[config.mk]
export PLATFORM = sky130hd
export DESIGN_NAME = plob_alu
export DESIGN_NICKNAME = d
export VERILOG_FILES = /design/src/hdl/plob_pkg.sv /design/src/hdl/plob_alu.sv
export SDC_FILE = /design/constraint.sdc
export NUM_CORES = 1
export LEC_CHECK = 0
export ABC_AREA = 1
export BUFFER_PORTS_ARGS = -buffer_cell sky130_fd_sc_hd__buf_2
export CAP_MARGIN = 20
export CORE_ASPECT_RATIO = 0.7
export CORE_MARGIN = 5
export CORE_UTILIZATION = 59
export DETAILED_ROUTE_END_ITERATION = 16
export PLACE_DENSITY = 0.87
export SYNTH_ARGS = -nofsm -noshare
export SYNTH_HDL_FRONTEND = slang
export SYNTH_SLANG_ARGS = --single-unit
[constraint.sdc]
create_clock -name vclk -period 2.7
set_clock_uncertainty 0.15 [all_clocks]
set_input_delay 0.135 -clock vclk [all_inputs]
set_output_delay 0.135 -clock vclk [all_outputs]
set_load 0.03 [all_outputs]
[src/hdl/plob_pkg.sv]
// Package for the price-level order book matcher.
// Holds the sizing constants, the sequencer state type and the shared unit's command codes.
// It has no dependencies.
package plob_pkg;

    localparam int PRICE_LEVELS   = 1024;
    localparam int LEVEL_QTY_BITS = 32;

    localparam int IDX_W     = $clog2(PRICE_LEVELS);
    localparam int PRICE_W   = 20;
    localparam int ORD_QTY_W = 16;
    localparam int FILLS_W   = 11;
    localparam int TRADES_W  = 64;
    localparam int SUM_W     = ((LEVEL_QTY_BITS > ORD_QTY_W) ? LEVEL_QTY_BITS : ORD_QTY_W) + 1;

    localparam logic [SUM_W-1:0]   LEVEL_MAX  = (SUM_W'(1) << LEVEL_QTY_BITS) - SUM_W'(1);
    localparam logic [IDX_W-1:0]   IDX_LAST   = IDX_W'(PRICE_LEVELS - 1);
    localparam logic [PRICE_W-1:0] LEVELS_PRC = PRICE_W'(PRICE_LEVELS);
    localparam logic [FILLS_W-1:0] FILLS_MAX  = '1;

    typedef logic [LEVEL_QTY_BITS-1:0] t_qty;
    typedef logic [IDX_W-1:0]          t_idx;

    typedef enum logic [3:0] {
        ST_CLEAR,
        ST_IDLE,
        ST_ADD_RD,
        ST_ADD_WR,
        ST_CHECK,
        ST_MATCH,
        ST_BID_STEP,
        ST_BID_RD,
        ST_BID_CHK,
        ST_ASK_STEP,
        ST_ASK_RD,
        ST_ASK_CHK,
        ST_DONE
    } t_state;

    typedef enum logic {
        ALU_ADD_SAT,
        ALU_SUB_ABS
    } t_alu_cmd;

endpackage

[src/hdl/plob_alu.sv]
// Shared quantity unit: saturating level add and absolute difference with compare.
// Depends on plob_pkg.
module plob_alu (
    input  plob_pkg::t_alu_cmd              i_cmd,
    input  plob_pkg::t_qty                  i_a,
    input  plob_pkg::t_qty                  i_b,
    input  logic [plob_pkg::ORD_QTY_W-1:0]  i_q,
    output plob_pkg::t_qty                  o_res,
    output logic                            o_a_lt_b
);
    logic [plob_pkg::SUM_W-1:0] sum;

    always_comb begin
        sum      = plob_pkg::SUM_W'(i_a) + plob_pkg::SUM_W'(i_q);
        o_a_lt_b = (i_a < i_b);
        case (i_cmd)
            plob_pkg::ALU_ADD_SAT: begin
                o_res = (sum > plob_pkg::LEVEL_MAX) ? plob_pkg::LEVEL_MAX[plob_pkg::LEVEL_QTY_BITS-1:0]
                                                    : sum[plob_pkg::LEVEL_QTY_BITS-1:0];
            end
            plob_pkg::ALU_SUB_ABS: begin
                o_res = o_a_lt_b ? (i_b - i_a) : (i_a - i_b);
            end
            default: begin
                o_res = '0;
            end
        endcase
    end
endmodule

==> results.sh <==
export IMPL_status="completed"
export IMPL_pwr_share_clk=0
export IMPL_final_common_cell="nand2_1"
export IMPL_dr_pass1_iters=8
export IMPL_use_met3=0.132
export IMPL_place_congestion=1.10
export IMPL_min_delay_path_depth=4
export IMPL_p_switching_mw=1.56
export IMPL_synthAdderAreaFrac=0.149
export IMPL_dieArea_um2=14300
export IMPL_area_delta_synth_final_pct=21.7
export IMPL_design_area_um2=8590
export IMPL_wl_per_cell_um=16.9
export IMPL_max_slew_margin=0.525
export IMPL_grt_usage=0.394
export IMPL_fin_nets=1787
export IMPL_setup_viol=0
export IMPL_rsz0062_at_grt="true"
export IMPL_p_leak_nw=5.50
export IMPL_ys_types=40
export IMPL_p_seq_frac=0
export IMPL_worstPathRequired_ns=2.41
export IMPL_finalCritPeriodShare=0.977
export IMPL_dr_total_vias=9899
export IMPL_synth_area_mux_share=0
export IMPL_dr_first_iter_drc_count=1222
export IMPL_gr_usage_met1=0.598
export IMPL_synth_compound_area_frac=0.0689
export IMPL_min_from="i_b[0]"
export IMPL_p_int_uw=814
export IMPL_hold_buffers=0
export IMPL_slew_violations=0
export IMPL_gr_total_overflow=0
export IMPL_grt_pass1_vias=8515
export IMPL_drv_max_cap_violation_count=0
export IMPL_regArea_um2=0
export IMPL_final_cells=1779
export IMPL_routed_wl_um=30000
export IMPL_tightest_slew_ns=0.712
export IMPL_synth_cells=1462
export IMPL_syn_area_um2=7060
export IMPL_avgViaCountPerCell=5.56
export IMPL_min_period_ns=2.64
export IMPL_synthXorXnorAreaFrac=0.0583
export IMPL_synth_largest_area_cell="nand2_1"
export IMPL_use_met2=0.550
export IMPL_fillerInstances=1107
export IMPL_pwr_share_comb=1.000
export IMPL_end_kind="output pin"
export IMPL_placed_cell_area_um2=8180
export IMPL_critPathLaunch="i_a[12]"
export IMPL_hold_viol=0
export IMPL_ios=114
export IMPL_antenna_found_initial=0
export IMPL_peakVddDrop_mv=0.220
export IMPL_clkbuf_count=0
export IMPL_synth_top_family_by_area="simple AND/OR/NAND/NOR gates"
export IMPL_grt_max_degree=25
export IMPL_yosysWarnings=0
export IMPL_whs_ns=0.597
export IMPL_ant_nets=0
export IMPL_hpwl_um=25900
export IMPL_busiest_layer="met1"
export IMPL_path_class="in -> out"
export IMPL_worst_path_max_fanout=4
export IMPL_cp_data_arrival_time_ns=2.35
export IMPL_core_rowCount=33
export IMPL_grt_pass1_wl_um=44500
export IMPL_finalPower_mw=2.38
export IMPL_seq_cell_count=0
export IMPL_synthSimpleGateAreaFrac=0.539
export IMPL_drc=0
export IMPL_antenna_cells=0
export IMPL_multi_input_area_um2=6060
export IMPL_dpl_cell_count=1773
export IMPL_synth_seq_area_share=0
export IMPL_final_cell_mix="nand2_1 (652), inv_1 (264), buf_2 (106), nand3_1 (101), buf_4 (81)"
export IMPL_dieWidth_um=141
export IMPL_drive_gt1_frac=0.190
export IMPL_critPathLaunchType="input port"
export IMPL_die_y_um=102
export IMPL_holdPathEnd="o_res[0]"
export IMPL_synth_nets=1625
export IMPL_start_util=0.602
export IMPL_synth_top_area_frac=0.355
export IMPL_synth_area_per_cell_um2=4.83
export IMPL_fmax_mhz=379
export IMPL_power_density_nw_per_um2=276
export IMPL_setup_tns_ns=0
export IMPL_p_sw_frac=0.657
export IMPL_portBuffers=114
export IMPL_synth_area_leaders="nand2_1 (36%), inv_1 (14%), ha_1 (14%)"
export IMPL_coreArea_um2=11700
export IMPL_min_path_type="in -> out"
## cell usage after synthesis (all sizes together)
cell,number
a21boi,2
a21o,8
a21oi,56
a22oi,1
and2,8
and3,1
buf,36
clkbuf,2
clkinv,1
fa,3
ha,79
inv,282
nand2,677
nand3,110
nand3b,2
nand4,13
nor2,95
nor3,11
nor4,3
o21a,3
o21ai,18
o21bai,1
or2,3
xnor2,11
xor2,36
## layout make-up
| cell class | count | area share |
|---|---|---|
| Multi-Input combinational cell | 1141 | 0.705 |
| Timing Repair Buffer | 198 | 0.148 |
| Inverter | 283 | 0.124 |
| Tap cell | 157 | 0.0229 |
## worst max-delay path, stage by stage
cell	delay, ns
buf_2	0.12
inv_1	0.05
ha_1	0.35
buf_4	0.17
nand2_1	0.06
nand2_1	0.13
inv_1	0.09
nand2_1	0.10
a21oi_1	0.15
nand2_1	0.12
nand2_1	0.16
nand3_1	0.09
nand2_1	0.13
nand2_1	0.07
nand2_1	0.10
nand2_1	0.06
nand2_1	0.05
buf_2	0.19
## per-stage QoR
stage / utilization / setup slack (ns)
after floorplan: - / 0.348
after global placement: 0.698 / 0.00841
after detailed placement: 0.698 / -0.0687
after CTS: 0.698 / 0.00123
after global routing: 0.733 / -0.0632
final: 0.733 / 0.0633
## power by group through the flow
stage / Sequential [mW] / Clock, mW / Combinational (mW)
floorplan: 0 / 0 / 1.40
global route: 0 / 0 / 2.53
finish: 0 / 0 / 2.38
detailed placement: 0 / 0 / 2.14
global placement: 0 / 0 / 2.12
CTS: 0 / 0 / 2.15
## per-layer routing
metal	share of wire	up-vias	routed length (um)
met5	0	-	0
met4	0.012	0	374
met3	0.17	42	5070
met2	0.38	682	11400
met1	0.44	4456	13100
li1	-	4719	-
## worst max path at each step
| stage | end | slack (ns) | cells past startpoint |
|---|---|---|---|
| after floorplan | o_res[0] | 0.35 | 12 |
| after global placement | o_res[21] | 0.008 | 19 |
| after detailed placement | o_res[18] | -0.07 | 19 |
| after CTS | o_res[11] | 0.001 | 19 |
| after global routing | o_res[31] | -0.06 | 20 |
| final | o_res[29] | 0.06 | 18 |
## cell families after synthesis
family / count (synthesis)
and+or+nand+nor: 923
buffers and inverters: 321
AOI/OAI and AO/OA: 89
adders and majority gates: 82
xor gates and xnor gates: 47
## what timing repair did
item,in CTS,in global routing
setup buffers,0,6
pin swaps,0,4
resized for setup,2,89
endpoints found under the setup margin,20,31
(Power assumes the default switching activity.)
